--- src/rtl/lls_pkg.sv ---
// package for the log line splitter
// holds item kind codes and character constants, no dependencies
package lls_pkg;

  typedef logic [1:0] kind_t;
  typedef logic [7:0] char_t;

  localparam kind_t KIND_START = 2'd0;
  localparam kind_t KIND_DATA  = 2'd1;
  localparam kind_t KIND_END   = 2'd2;

  localparam char_t CH_ESC      = 8'h1B;
  localparam char_t CH_LBRACKET = 8'h5B;
  localparam char_t CH_SEMI     = 8'h3B;
  localparam char_t CH_NL       = 8'h0A;
  localparam char_t CH_DIGIT_LO = 8'h30;
  localparam char_t CH_DIGIT_HI = 8'h39;

  localparam int REG_WIDTH = 32;

endpackage

--- src/rtl/log_line_splitter_csi_atomic.sv ---
// top level of the log line splitter: apb registers, sequencer, output register
// depends on lls_pkg, lls_fill_unit and lls_param_store
//
// Each accepted text byte is turned into record start, data and record end
// transactions. A byte that produces nothing (ESC, '[' after ESC, a held csi
// parameter, a newline with no open record) leaves the block idle and ready.
// A newline that closes an open record emits the record end from S_END_NL.
// Any other byte keeps the block busy, not ready for a new byte, while S_FIT
// checks the fit and then S_CHK and S_DATA place each data byte in turn, with
// a record end forced in S_CHK inside an oversized sequence; each state that
// emits waits while the output is stalled. Record start and end transactions
// otherwise go out in states that are passed anyway. The sequencer runs every
// fit check and fill update through one adder and compare.
// Csi sequences are held (up to CSI_MAX parameter bytes) and released whole.
module log_line_splitter_csi_atomic #(
  parameter int LINE_LEN = 256,
  parameter int CSI_MAX = 16,
  parameter int HEADER_BYTES = 8
) (
  input  logic        clk,
  input  logic        rst_n,
  input  logic        in_valid,
  output logic        in_ready,
  input  logic [7:0]  in_text_byte,
  output logic        out_valid,
  input  logic        out_ready,
  output logic [1:0]  out_item_kind,
  output logic [7:0]  out_data_byte,
  output logic [2:0]  out_record_severity,
  output logic        out_record_expedited,
  output logic        out_last_of_run,
  input  logic        cfg_psel,
  input  logic        cfg_penable,
  input  logic        cfg_pwrite,
  input  logic [2:0]  cfg_paddr,
  input  logic [31:0] cfg_pwdata,
  output logic [31:0] cfg_prdata,
  output logic        cfg_pready
);

  localparam int FW = $clog2(LINE_LEN + 1);
  localparam int NW = $clog2(CSI_MAX + 4);
  localparam int SW = $clog2(LINE_LEN + CSI_MAX + 4);
  localparam int CW = $clog2(CSI_MAX + 1);
  localparam int AW = $clog2(CSI_MAX);

  localparam logic [2:0] S_IDLE   = 3'd0;
  localparam logic [2:0] S_FIT    = 3'd1;
  localparam logic [2:0] S_CHK    = 3'd2;
  localparam logic [2:0] S_DATA   = 3'd3;
  localparam logic [2:0] S_END_NL = 3'd4;

  localparam logic [1:0] PH_TEXT = 2'd0;
  localparam logic [1:0] PH_ESC  = 2'd1;
  localparam logic [1:0] PH_CSI  = 2'd2;

  localparam logic [1:0] SRC_ESC = 2'd0;
  localparam logic [1:0] SRC_LB  = 2'd1;
  localparam logic [1:0] SRC_PAR = 2'd2;
  localparam logic [1:0] SRC_FIN = 2'd3;

  localparam logic REG_SEVERITY  = 1'b0;
  localparam logic REG_EXPEDITED = 1'b1;

  logic [2:0]     sev_r;
  logic           exp_r;

  logic [2:0]     state_r, state_nxt;
  logic [1:0]     phase_r, phase_nxt;
  logic [CW-1:0]  cnt_r, cnt_nxt;
  logic [AW-1:0]  idx_r, idx_nxt;
  logic [FW-1:0]  fill_r, fill_nxt;
  logic [NW-1:0]  n_r, n_nxt;
  lls_pkg::char_t byte_r, byte_nxt;
  logic [1:0]     src_r, src_nxt;
  logic           csi_r, csi_nxt;
  logic           force_r, force_nxt;

  logic               out_valid_r;
  lls_pkg::kind_t     out_kind_r;
  lls_pkg::char_t     out_byte_r;
  logic [2:0]         out_sev_r;
  logic               out_exp_r;
  logic               out_last_r;

  logic               emit;
  lls_pkg::kind_t     e_kind;
  lls_pkg::char_t     e_byte;
  logic               e_last;
  logic               can_emit;
  logic               wr_en;
  logic               is_param;
  lls_pkg::char_t     rd_data;
  logic [NW-1:0]      unit_add;
  logic [SW-1:0]      unit_sum;
  logic               unit_lt;
  logic               cfg_wr;

  // configuration registers
  assign cfg_pready = 1'b1;
  assign cfg_wr = cfg_psel & cfg_penable & cfg_pwrite;

  always_ff @(posedge clk) begin
    if (!rst_n) begin
      sev_r <= '0;
      exp_r <= 1'b0;
    end else if (cfg_wr) begin
      case (cfg_paddr[2])
        REG_SEVERITY:  sev_r <= cfg_pwdata[2:0];
        REG_EXPEDITED: exp_r <= cfg_pwdata[0];
        default: ;
      endcase
    end
  end

  always_comb begin
    case (cfg_paddr[2])
      REG_SEVERITY:  cfg_prdata = lls_pkg::REG_WIDTH'(sev_r);
      REG_EXPEDITED: cfg_prdata = lls_pkg::REG_WIDTH'(exp_r);
      default:       cfg_prdata = '0;
    endcase
  end

  lls_fill_unit #(
    .LINE_LEN(LINE_LEN),
    .FW(FW),
    .NW(NW),
    .SW(SW)
  ) u_fill (
    .fill(fill_r),
    .addend(unit_add),
    .sum(unit_sum),
    .lt(unit_lt)
  );

  lls_param_store #(
    .DEPTH(CSI_MAX),
    .AW(AW)
  ) u_store (
    .clk(clk),
    .wr_en(wr_en),
    .wr_addr(cnt_r[AW-1:0]),
    .wr_data(in_text_byte),
    .rd_addr(idx_nxt),
    .rd_data(rd_data)
  );

  assign in_ready = (state_r == S_IDLE);
  assign can_emit = !out_valid_r || out_ready;
  assign is_param = (in_text_byte >= lls_pkg::CH_DIGIT_LO && in_text_byte <= lls_pkg::CH_DIGIT_HI)
                    || in_text_byte == lls_pkg::CH_SEMI;

  always_comb begin
    case (state_r)
      S_FIT:   unit_add = n_r;
      S_DATA:  unit_add = NW'(1);
      default: unit_add = '0;
    endcase
  end

  // sequencer
  always_comb begin
    state_nxt = state_r;
    phase_nxt = phase_r;
    cnt_nxt   = cnt_r;
    idx_nxt   = idx_r;
    fill_nxt  = fill_r;
    n_nxt     = n_r;
    byte_nxt  = byte_r;
    src_nxt   = src_r;
    csi_nxt   = csi_r;
    force_nxt = force_r;
    emit      = 1'b0;
    e_kind    = lls_pkg::KIND_DATA;
    e_byte    = '0;
    e_last    = 1'b0;
    wr_en     = 1'b0;
    case (state_r)
      S_IDLE: begin
        if (in_valid) begin
          byte_nxt = in_text_byte;
          if (phase_r == PH_TEXT) begin
            if (in_text_byte == lls_pkg::CH_ESC) begin
              phase_nxt = PH_ESC;
            end else if (in_text_byte == lls_pkg::CH_NL) begin
              if (fill_r != '0) begin
                state_nxt = S_END_NL;
              end
            end else begin
              n_nxt     = NW'(1);
              src_nxt   = SRC_FIN;
              csi_nxt   = 1'b0;
              force_nxt = 1'b0;
              state_nxt = S_FIT;
            end
          end else if (phase_r == PH_ESC) begin
            if (in_text_byte == lls_pkg::CH_LBRACKET) begin
              phase_nxt = PH_CSI;
            end else begin
              n_nxt     = NW'(2);
              src_nxt   = SRC_ESC;
              csi_nxt   = 1'b0;
              force_nxt = 1'b0;
              phase_nxt = PH_TEXT;
              state_nxt = S_FIT;
            end
          end else begin
            if (is_param) begin
              if (cnt_r < CW'(CSI_MAX)) begin
                wr_en   = 1'b1;
                cnt_nxt = cnt_r + CW'(1);
              end
            end else begin
              n_nxt     = NW'(cnt_r) + NW'(3);
              src_nxt   = SRC_ESC;
              csi_nxt   = 1'b1;
              force_nxt = (cnt_r == CW'(CSI_MAX));
              phase_nxt = PH_TEXT;
              state_nxt = S_FIT;
            end
          end
        end
      end
      S_FIT: begin
        if ((!unit_lt || force_r) && fill_r != '0) begin
          if (can_emit) begin
            emit      = 1'b1;
            e_kind    = lls_pkg::KIND_END;
            fill_nxt  = '0;
            state_nxt = S_CHK;
          end
        end else begin
          state_nxt = S_CHK;
        end
      end
      S_CHK: begin
        if (fill_r != '0 && !unit_lt) begin
          if (can_emit) begin
            emit     = 1'b1;
            e_kind   = lls_pkg::KIND_END;
            fill_nxt = '0;
          end
        end else if (fill_r == '0) begin
          if (can_emit) begin
            emit      = 1'b1;
            e_kind    = lls_pkg::KIND_START;
            fill_nxt  = FW'(HEADER_BYTES);
            state_nxt = S_DATA;
          end
        end else begin
          state_nxt = S_DATA;
        end
      end
      S_DATA: begin
        if (can_emit) begin
          emit     = 1'b1;
          e_kind   = lls_pkg::KIND_DATA;
          fill_nxt = unit_sum[FW-1:0];
          e_last   = (src_r == SRC_FIN);
          case (src_r)
            SRC_ESC: e_byte = lls_pkg::CH_ESC;
            SRC_LB:  e_byte = lls_pkg::CH_LBRACKET;
            SRC_PAR: e_byte = rd_data;
            default: e_byte = byte_r;
          endcase
          case (src_r)
            SRC_ESC: begin
              src_nxt   = csi_r ? SRC_LB : SRC_FIN;
              state_nxt = S_CHK;
            end
            SRC_LB: begin
              src_nxt   = (cnt_r != '0) ? SRC_PAR : SRC_FIN;
              state_nxt = S_CHK;
            end
            SRC_PAR: begin
              if (CW'(idx_r) + CW'(1) == cnt_r) begin
                src_nxt = SRC_FIN;
                idx_nxt = '0;
              end else begin
                idx_nxt = idx_r + AW'(1);
              end
              state_nxt = S_CHK;
            end
            default: begin
              cnt_nxt   = '0;
              idx_nxt   = '0;
              state_nxt = S_IDLE;
            end
          endcase
        end
      end
      S_END_NL: begin
        if (can_emit) begin
          emit      = 1'b1;
          e_kind    = lls_pkg::KIND_END;
          e_last    = 1'b1;
          fill_nxt  = '0;
          state_nxt = S_IDLE;
        end
      end
      default: state_nxt = S_IDLE;
    endcase
  end

  always_ff @(posedge clk) begin
    if (!rst_n) begin
      state_r <= S_IDLE;
      phase_r <= PH_TEXT;
      cnt_r   <= '0;
      idx_r   <= '0;
      fill_r  <= '0;
      src_r   <= SRC_FIN;
      csi_r   <= 1'b0;
      force_r <= 1'b0;
    end else begin
      state_r <= state_nxt;
      phase_r <= phase_nxt;
      cnt_r   <= cnt_nxt;
      idx_r   <= idx_nxt;
      fill_r  <= fill_nxt;
      src_r   <= src_nxt;
      csi_r   <= csi_nxt;
      force_r <= force_nxt;
    end
  end

  always_ff @(posedge clk) begin
    n_r    <= n_nxt;
    byte_r <= byte_nxt;
  end

  // output register
  always_ff @(posedge clk) begin
    if (!rst_n) begin
      out_valid_r <= 1'b0;
    end else if (emit) begin
      out_valid_r <= 1'b1;
    end else if (out_ready) begin
      out_valid_r <= 1'b0;
    end
  end

  always_ff @(posedge clk) begin
    if (emit) begin
      out_kind_r <= e_kind;
      out_byte_r <= e_byte;
      out_sev_r  <= (e_kind == lls_pkg::KIND_START) ? sev_r : 3'd0;
      out_exp_r  <= (e_kind == lls_pkg::KIND_START) ? exp_r : 1'b0;
      out_last_r <= e_last;
    end
  end

  assign out_valid            = out_valid_r;
  assign out_item_kind        = out_kind_r;
  assign out_data_byte        = out_byte_r;
  assign out_record_severity  = out_sev_r;
  assign out_record_expedited = out_exp_r;
  assign out_last_of_run      = out_last_r;

endmodule

--- src/rtl/lls_fill_unit.sv ---
// shared record fill adder and length compare
// depends on nothing; used by the top level sequencer
module lls_fill_unit #(
  parameter int LINE_LEN = 256,
  parameter int FW = 9,
  parameter int NW = 5,
  parameter int SW = 10
) (
  input  logic [FW-1:0] fill,
  input  logic [NW-1:0] addend,
  output logic [SW-1:0] sum,
  output logic          lt
);

  assign sum = SW'(fill) + SW'(addend);
  assign lt  = sum < SW'(LINE_LEN);

endmodule

--- src/rtl/lls_param_store.sv ---
// store for held csi parameter bytes, one write and one registered read port
// uses lls_pkg for the byte type
module lls_param_store #(
  parameter int DEPTH = 16,
  parameter int AW = 4
) (
  input  logic            clk,
  input  logic            wr_en,
  input  logic [AW-1:0]   wr_addr,
  input  lls_pkg::char_t  wr_data,
  input  logic [AW-1:0]   rd_addr,
  output lls_pkg::char_t  rd_data
);

  lls_pkg::char_t mem [DEPTH];
  lls_pkg::char_t rd_data_r;

  always_ff @(posedge clk) begin
    if (wr_en) begin
      mem[wr_addr] <= wr_data;
    end
    rd_data_r <= mem[rd_addr];
  end

  assign rd_data = rd_data_r;

endmodule

--- config.mk ---
export PLATFORM = sky130hd
export DESIGN_NAME = log_line_splitter_csi_atomic
export DESIGN_NICKNAME = d
export VERILOG_FILES = /design/src/rtl/lls_pkg.sv /design/src/rtl/log_line_splitter_csi_atomic.sv /design/src/rtl/lls_fill_unit.sv /design/src/rtl/lls_param_store.sv
export SDC_FILE = /design/constraint.sdc
export NUM_CORES = 1
export LEC_CHECK = 0
export BUFFER_PORTS_ARGS = -buffer_cell sky130_fd_sc_hd__buf_2
export CAP_MARGIN = 30
export CORE_ASPECT_RATIO = 0.8
export CORE_UTILIZATION = 45
export CTS_CLUSTER_SIZE = 16
export DETAILED_ROUTE_END_ITERATION = 6
export PLACE_DENSITY_LB_ADDON = 0.15
export SYNTH_ARGS = -nofsm -noshare
export SYNTH_HDL_FRONTEND = slang
export SYNTH_SLANG_ARGS = --single-unit
--- constraint.sdc ---
create_clock -name clk -period 3.7 [get_ports clk]
set_input_delay 0.37 -clock clk [delete_from_list [all_inputs] [get_ports clk]]
set_output_delay 0.37 -clock clk [all_outputs]
set_load 0.05 [all_outputs]
* Yosys cells after proc, flatten, opt, wreduce, memory -nomap -nowiden *
Memories as Yosys holds them, arrays and structs flattened. A register that Yosys moved wholly into a read port is not among the register bits.
Index checks and enable logic that the tools add are counted.

cells by class
  add/subtract/negate cells = 5
  reductions and logical operators = 31
  shift-type cells = 0
  divide/modulo/power cells = 0
  bitwise operators = 3
  order comparisons = 4
  muxes and demuxes = 94
  multipliers = 0
  equality and inequality tests = 40

operators by type and width
  cell                                                  count
  two-way mux 5 bit                                     13
  one-hot mux 32 bit (2 select lines)                   1
  two-way mux 9 bit                                     6
  two-way mux 3 bit                                     15
  two-way mux 2 bit                                     18
  one-hot mux 9 bit (4 select lines)                    1
  two-way mux 1 bit                                     27
  != test 3 bit (second input constant)                 8
  one-hot mux 8 bit (3 select lines)                    1
  != test 2 bit (second input constant)                 10
  one-hot mux 5 bit (2 select lines)                    2
  one-hot mux 3 bit (5 select lines)                    1
  two-way mux 4 bit                                     3
  one-hot mux 2 bit (3 select lines)                    2
  AND reduction 10 bit                                  1
  adder 9 x 5 -> 9 bit                                  1
  zero test 9 bit                                       1
  < comparator 9 bit (second input constant)            1
  AND reduction 9 bit                                   1
  nonzero test 9 bit                                    1
  equality test 8 x 4 -> 1 bit (second input constant)  1
  equality test 8 x 5 -> 1 bit (second input constant)  1
  equality test 8 x 6 -> 1 bit (second input constant)  1
  equality test 8 x 7 -> 1 bit (second input constant)  1
  other kinds (40)                                      59

storage, ports and cells
  memory bits (read-only) = 0
  bits in latches = 0
  logic and storage cells = 196
  memories kept = 1
  output and inout bits = 50
  input bits = 50
  RAM bits = 128
  flip-flop bits (word level) = 60

memory list
  name         words  width  read ports  clocked after Yosys merged registers in  write ports  line                   RTL
  u_store.mem  16     8      1           1                                        1            lls_param_store.sv:15  lls_pkg::char_t mem [DEPTH];

* Longest topological paths before layout *
Gate-level depths: netlist (run 1).

  word-level depth = 10
  mapped depth = 16
  depth with buffers taken out = 15

* Cells and area by module *
Synthesis (run 1) repeated with hierarchy kept, for this count alone.

second synthesis, totals
  cell total of the unflattened synthesis = 613
  area, all modules = 8807.2 µm²

by module, submodules not included
  module                        seq. area each (µm²)  times used  area each (µm²)  cells each
  lls_param_store               4003.8                1           5147.4           229
  log_line_splitter_csi_atomic  1481.4                1           3410.8           355
  lls_fill_unit                 0.0                   1           249.0            29

* Least setup slack after synthesis (run 1) *
OpenSTA, ideal clock, no wires.

  path type = reg2reg
  start point = register state_r[0]
  end point = memory u_store.mem[3][0] (netlist name), enable pin
  path slack = 0.109 ns
  cell stages (with the launch flop) = 7
  period minus slack after synthesis = 3.591 ns
  arrival time = 3.208 ns
  setup time = 0.383 ns
  path buffers = 1
  data required time = 3.317 ns
  cells stage by stage = dfxtp_1 > buf_2 > nor3_1 > nand2_1 > nor3_2 > nand2_1 > nor3_1

on the way
  longest elaborated chain between the ends = 4

RTL lines
  element                                  line                                 RTL
  start, declared                          log_line_splitter_csi_atomic.sv:68   logic [2:0] state_r, state_nxt;
  start signal, assigned                   log_line_splitter_csi_atomic.sv:316  state_r <= state_nxt;
  zero test 3 bit                          n/a
  via in_ready                             log_line_splitter_csi_atomic.sv:23   output logic in_ready,
  two-way mux 1 bit                        log_line_splitter_csi_atomic.sv:178  case (state_r)
  two-way mux 1 bit                        lls_param_store.sv:19                if (wr_en) begin
  two-way mux 1 bit (implied by the code)  lls_param_store.sv:20                mem[wr_addr] <= wr_data;
  end, declared                            lls_param_store.sv:15

The timed path passes the listed nets, and every way through them passes these cells.

* Final worst setup path (run 1) *
  start point = register state_r[2]
  end point = register out_byte_r[5], in the netlist out_data_byte[5], enable pin

on the way
  longest elaborated chain between the ends = 9
  elaborated cells between the ends (all ways) = 15
  classes of those cells = 1 x add/sub; 1 x order compare; 4 x eq/ne; 4 x mux; 5 x reduce/logical

RTL lines
  element                                                                              line                                                                      RTL
  equality test 3 x 2 -> 1 bit / equality test 3 x 1 -> 1 bit (equally long branches)  log_line_splitter_csi_atomic.sv:154, log_line_splitter_csi_atomic.sv:178
  one-hot mux 5 bit (2 select lines)                                                   log_line_splitter_csi_atomic.sv:154                                       case (state_r)
  adder 9 x 5 -> 9 bit                                                                 lls_fill_unit.sv:15                                                       assign sum = SW'(fill) + SW'(addend);
  < comparator 9 bit                                                                   lls_fill_unit.sv:16                                                       assign lt = sum < SW'(LINE_LEN);
  zero test 1 bit                                                                      log_line_splitter_csi_atomic.sv:225, log_line_splitter_csi_atomic.sv:237
  logical OR 1 bit                                                                     log_line_splitter_csi_atomic.sv:225                                       if ((!unit_lt || force_r) && fill_r != '0) begin
  logical AND 1 bit                                                                    log_line_splitter_csi_atomic.sv:225
  two-way mux 1 bit                                                                    log_line_splitter_csi_atomic.sv:225
  one-hot mux 1 bit (3 select lines) (*)                                               log_line_splitter_csi_atomic.sv:178
  via emit                                                                             log_line_splitter_csi_atomic.sv:86                                        logic emit;
  end signal, assigned                                                                 log_line_splitter_csi_atomic.sv:346                                       out_byte_r <= e_byte;
  end, declared                                                                        log_line_splitter_csi_atomic.sv:81                                        lls_pkg::char_t out_byte_r;

The timed path passes the listed nets; every way through them passes the cells marked *.
A chain may end at the register's enable or synchronous reset.

==> qor.csv, run 1 <==
metric;value;unit
DR iter-0 viols;393;
unrepaired setup endpoints after global routing;no;
WHS;0.1880;ns
Cells after Synth;711;
synth warn;0;
Min-Delay Path Class;input pin to flip-flop;
setup ws final;0.3131;ns
HPWL after detailed placement;13330;um
first-pass detailed-route iteration total;5;
core footprint;19260;sq um
top-area cell type share of the netlist area;52.32;%
Worst Skew;0.009297;ns
MaxCap Viol Count;0;
TritonCTS clock tree;yes;
ys async rst share;0;%
largest net degree at the start of global routing;66;
Crit-path slowest cell;fa_1;
commonest cells in the netlist;edfxtp_1, nor2_1, mux2i_1;
Initial Utilization;46.50;%
WP data arrival;3.51;ns
DR vias/cell;5.470;
row cnt;45;
Rel. slew slack;36.79;%
H-Tree Depth;4;
CP Launch Type;flip-flop;
Switch Pwr;1237;uW
TritonCTS Buffers;17;
DR DRC count;0;
Total GRT Usage;20.03;%
critical path required time;3.82;ns
Sink Count;196;
crit-path max cell delay;0.40;ns
Post-CTS Hold Buffers;0;
Die X;159.7;um
internal power;3551;uW
CTS Root Cell;clkbuf_16;
antenna cell count;0;
Tmin final;3.387;ns
vias in the first global route;5337;
status;finished, final reports clean;
Final Instance Area;10020;sq um
largest cells by area after synthesis;edfxtp_1, dfxtp_1, mux2i_1, buf_4, nor2_1;
Port-buffer cells;38;
placed instance count;1004;
Final period util;91.54;%
pwr dens;477.9;nW/um^2
synth-to-layout area growth;11.88;%
Fin Setup TNS;0;ns
Cell Chain, Critical Path;inv_1, nand2_1, nor2_1, ha_1, inv_1, fa_1, nor2b_1, o21ai_0, a21boi_1, o2111ai_1, xnor2_2, o21a_1, o311ai_4, inv_1, buf_4;
register bit total from synthesis;196;
Top Ports;100;
switching part of the total;25.84;%
Avg Synthesized Cell Area;12.59;sq um
Worst-path clk slew;0.07;ns
cell area after placement;9412;sq um
pre-CTS WS;0.2380;ns
clk buf depth;2;
Clk network pwr share;37.1;%
Mapped Area;8954;sq um
Critical Path Sink Type;flip-flop;
Max VDD drop;0.2911;mV
CP dominant cell by count;inv_1;
Congestion Overflow GR;0;
Final setup viols;0;
first-pass GRT wire length;30280;um
most common cell in the netlist;edfxtp_1;
routed vias;5667;
P_leak;0.003657;uW
initial antenna violation count;0;
FMAX;295.3;MHz
Seq pwr share;51.2;%
die height;128.2;um
Synth Flop Type;edfxtp_1;
cell taking the most area after synthesis;edfxtp_1;
Crit Path Max Fanout;16;
non-filler cells, final;1036;
die area;20470;sq um
Final Net Count;832;
layout cells sized above 1;16.84;%
routability cong.;0.8737;
Antenna Violating Nets Remaining;0;
crit path kind;flip-flop to flip-flop;
sequential share of the synthesized area;61.26;%
clk_lat worst skew;0.43;ns
WL/cell;18.92;um
unique cell type count in the Yosys netlist;64;
max-slew violations;0;
Post-synth EDFFs;156;
final hold vios;0;
worst-margin pin slew;0.9471;ns
WL final;19600;um
Logic pwr share;11.7;%
-- worst max-delay path: cells and delay by family, from the launching register on --
family                   cells  cell delay [ns]
AND/OR/NAND/NOR              3             0.41
buffers and inverters        4             0.50
flip-flops                   1             0.31
AO/OA/AOI/OAI                5             0.95
adder cells (fa/ha/maj)      2             0.59
XOR/XNOR                     1             0.30
-- power by group through the flow --
stage,clock [uW],sequential (uW),combinational [uW]
after floorplan,0,2580,331
after global placement,0,2500,538
after CTS,1810,2450,552
after global routing,1900,2450,599
final,1780,2450,561
after detailed placement,0,2500,550
-- worst paths after layout --
kind | start | end | slack [ns] | depth (start not counted)
setup / recovery | state_r[2] | out_data_byte[5] | 0.31 | 15
hold / removal | cfg_pwdata[1] | sev_r[1] | 0.19 | 3
setup reg to reg | state_r[2] | out_data_byte[5] | 0.31 | 15
hold reg to reg | force_r | force_r | 0.49 | 2
-- registers in the layout, indices dropped and copies added (netlist names), 2 cells and up --
register             count
n_r                      5
cnt_r                    5
byte_r                   8
idx_r                    4
u_store.rd_data          8
state_r                  3
out_record_severity      3
src_r                    2
sev_r                    3
fill_r                   9
u_store.mem            128
out_item_kind            2
phase_r                  2
out_data_byte            8
-- through the flow --
step	util, %	total power [uW]
after floorplan	-	2915
after CTS	51.88	4817
after detailed placement	48.88	3049
after global placement	48.88	3037
after global routing	52.02	4957
final	52.02	4788
-- layout by cell type, fill, tap and decap left out, types with 4 or more instances in the layout --
master and count:
a211oi_1 18, a21o_1 4, a21oi_1 43, a221o_1 8
a22o_1 4, a31oi_1 8, and2_1 11, and3_1 7
buf_2 38, buf_4 30, clkbuf_16 19, conb_1 30
dfxtp_1 40, edfxtp_1 156, ha_1 16, inv_1 19
mux2_2 17, mux2i_1 56, nand2_1 33, nand3_1 14
nor2_1 69, nor2b_1 24, nor3_1 8, nor4_1 4
o21ai_0 17, o22ai_1 8, xnor2_1 8
-- area by class of cell --
| class | count | area (sq um) |
|---|---|---|
| Fill cell | 1664 | 9239 |
| Timing Repair Buffer | 70 | 455.4 |
| Inverter | 19 | 71.32 |
| Clock inverter | 8 | 63.81 |
| Tap cell | 258 | 322.8 |
| Multi-Input combinational cell | 461 | 3104 |
| Sequential cell | 196 | 5485 |
| Clock buffer | 24 | 514.2 |
-- cell families (layout without fill, tap and decap cells) --
group / count (synthesis) / in the layout / share of synthesized area, %
AO/OA/AOI/OAI: 137 / 137 / 10.34
XOR/XNOR: 10 / 10 / 0.9783
AND/OR/NAND/NOR: 194 / 194 / 10.82
adder cells (fa/ha/maj): 17 / 17 / 2.459
flip-flops: 196 / 196 / 61.26
buffers and inverters: 82 / 121 / 5.660
multiplexers: 73 / 73 / 8.399
other: 2 / 30 / 0.08388
-- what timing repair did --
action / CTS / global route
hold endpoints to repair: 0 / 0
setup endpoints to repair: 0 / 28
resized for setup: 0 / 4
setup buffers: 0 / 0
-- per-layer routing --
layer / wire (um) / track usage, %
met4: 189 / 6.278
met1: 9651 / 28.94
met3: 1048 / 4.076
met5: 0 / 0
met2: 8713 / 30.31
Note: power is estimated with default switching activity, not from simulation.
==> inputs of run 2 (changes only) <==
--- a/config.mk
+++ b/config.mk
@@ -7,7 +7,6 @@
 export LEC_CHECK = 0
 export BUFFER_PORTS_ARGS = -buffer_cell sky130_fd_sc_hd__buf_2
 export CAP_MARGIN = 30
-export CORE_ASPECT_RATIO = 0.8
 export CORE_UTILIZATION = 45
 export CTS_CLUSTER_SIZE = 16
 export DETAILED_ROUTE_END_ITERATION = 6
==> qor.csv, run 2 (synthesis results as in run 1) <==
metric;value;unit
hold endpoint;sev_r[2];
CTS resizes;0;
Cells on Worst Hold Path;3;
worst-margin pin slew;0.8586;ns
WP data arrival;3.60;ns
CP Launch Type;flip-flop;
P_leak;0.003696;uW
H-Tree Depth;4;
Critical Path Sink Type;flip-flop;
unrepaired setup endpoints after global routing;no;
final hold vios;0;
commonest non-fill, non-tap cells in the layout;edfxtp_1, nor2_1, mux2i_1;
Port-buffer cells;38;
Rel. slew slack;42.70;%
CTS Root Cell;clkbuf_16;
Tmin final;3.411;ns
row cnt;51;
critical hold path startpoint;cfg_pwdata[2];
synth-to-layout area growth;12.52;%
Largest Register;u_store.mem;
clk_lat worst skew;0.44;ns
Final period util;92.19;%
Crit Path Max Fanout;15;
vias in the first global route;5501;
max reg flops;128;
biggest regs;u_store.mem (128), fill_r (9);
Congestion Overflow GR;0;
routed vias;5589;
pwr dens;481.7;nW/um^2
core footprint;19460;sq um
most common cell after layout, fill and taps aside;edfxtp_1;
routability cong.;0.8426;
initial antenna violation count;0;
first-pass detailed-route iteration total;5;
status;finished, final reports clean;
first-pass GRT wire length;29920;um
Post-CTS Hold Buffers;0;
die area;20460;sq um
post-layout power;4853;uW
critical path required time;3.89;ns
Final setup viols;0;
WL/cell;18.19;um
Worst-path clk slew;0.07;ns
Worst Skew;0.01813;ns
setup bufs post-CTS;0;
Antenna Violating Nets Remaining;0;
Initial Utilization;46.00;%
clk buf depth;2;
reg2reg end;out_item_kind[0];
Top Ports;100;
Final Net Count;839;
setup ws final;0.2890;ns
Fin Setup TNS;0;ns
max-slew violations;0;
Min-Delay Path Class;input pin to flip-flop;
FMAX;293.2;MHz
pre-CTS WS;0.3423;ns
Sink Count;196;
antenna cell count;0;
FF-to-FF path depth;15;
Max VDD drop;0.3027;mV
Reg-to-Reg Start;state_r[2];
HPWL after detailed placement;13020;um
die height;143.1;um
layout cells sized above 1;17.58;%
crit path kind;flip-flop to flip-flop;
TritonCTS clock tree;yes;
R2R setup slack;0.29;ns
WL final;19100;um
MaxCap Viol Count;0;
Total GRT Usage;19.93;%
DR iter-0 viols;279;
DR vias/cell;5.323;
Die X;143.1;um
DR DRC count;0;
TritonCTS Buffers;17;
largest net degree at the start of global routing;47;
final-layout fill cell count;1698;
run 2: metal layers:
metal	vias up	GRT usage [%]	part of all wire (%)
met1	2705	26.60	47
li1	2710	-	-
met2	152	32.30	47
met5	-	0	0
met3	22	3.689	4.7
met4	0	7.357	1.9
run 2: how the worst max path moves through the flow:
stage | endpoint | slack [ns] | startpoint | depth (start not counted)
after floorplan | u_store.mem[3][0] | 0.11 | state_r[0] | 6
after global placement | u_store.mem[12][1] | 0.26 | in_text_byte[7] | 6
after detailed placement | out_data_byte[5] | 0.34 | state_r[2] | 15
after CTS | out_data_byte[1] | 0.31 | state_r[2] | 15
after global routing | out_record_severity[2] | 0.02 | state_r[2] | 15
final | out_item_kind[0] | 0.29 | state_r[2] | 15
run 2: final cells by class:
class	count	area, sq um	area share (%)
Tap cell	265	331.6	3.291
Sequential cell	196	5485	54.45
Clock inverter	15	166.4	1.652
Multi-Input combinational cell	461	3077	30.54
Clock buffer	17	425.4	4.223
Timing Repair Buffer	77	518.0	5.142
Inverter	19	71.32	0.7079
run 2: metrics by stage:
| step | hold WS [ns] | cells | cell area (sq um) | util (%) |
|---|---|---|---|---|
| after floorplan | 0.4460 | 739 | 9059 | - |
| after global placement | 0.4741 | 1017 | 9478 | 48.70 |
| after detailed placement | 0.4830 | 1018 | 9483 | 48.72 |
| after CTS | 0.1613 | 1050 | 10070 | 51.76 |
| after global routing | 0.1916 | 1050 | 10070 | 51.76 |
| final | 0.1692 | 1050 | 10070 | 51.76 |
run 2: worst max-delay path: stages, from the launching register on:
cell,delay (ns)
dfxtp_1,0.31
inv_1,0.14
nand2_1,0.09
nor2_1,0.23
nand2_1,0.16
fa_1,0.45
nor2b_1,0.13
o21ai_0,0.11
a21boi_1,0.27
o2111ai_1,0.16
xnor2_1,0.16
buf_4,0.16
o21a_1,0.12
o311ai_2,0.33
inv_1,0.11
buf_4,0.21
run 2: power breakdown:
group          total, uW  switching, uW  internal, uW
clock network       1850            839          1010
registers           2450           19.3          2430
logic                551            412           139
total               4850           1270          3580
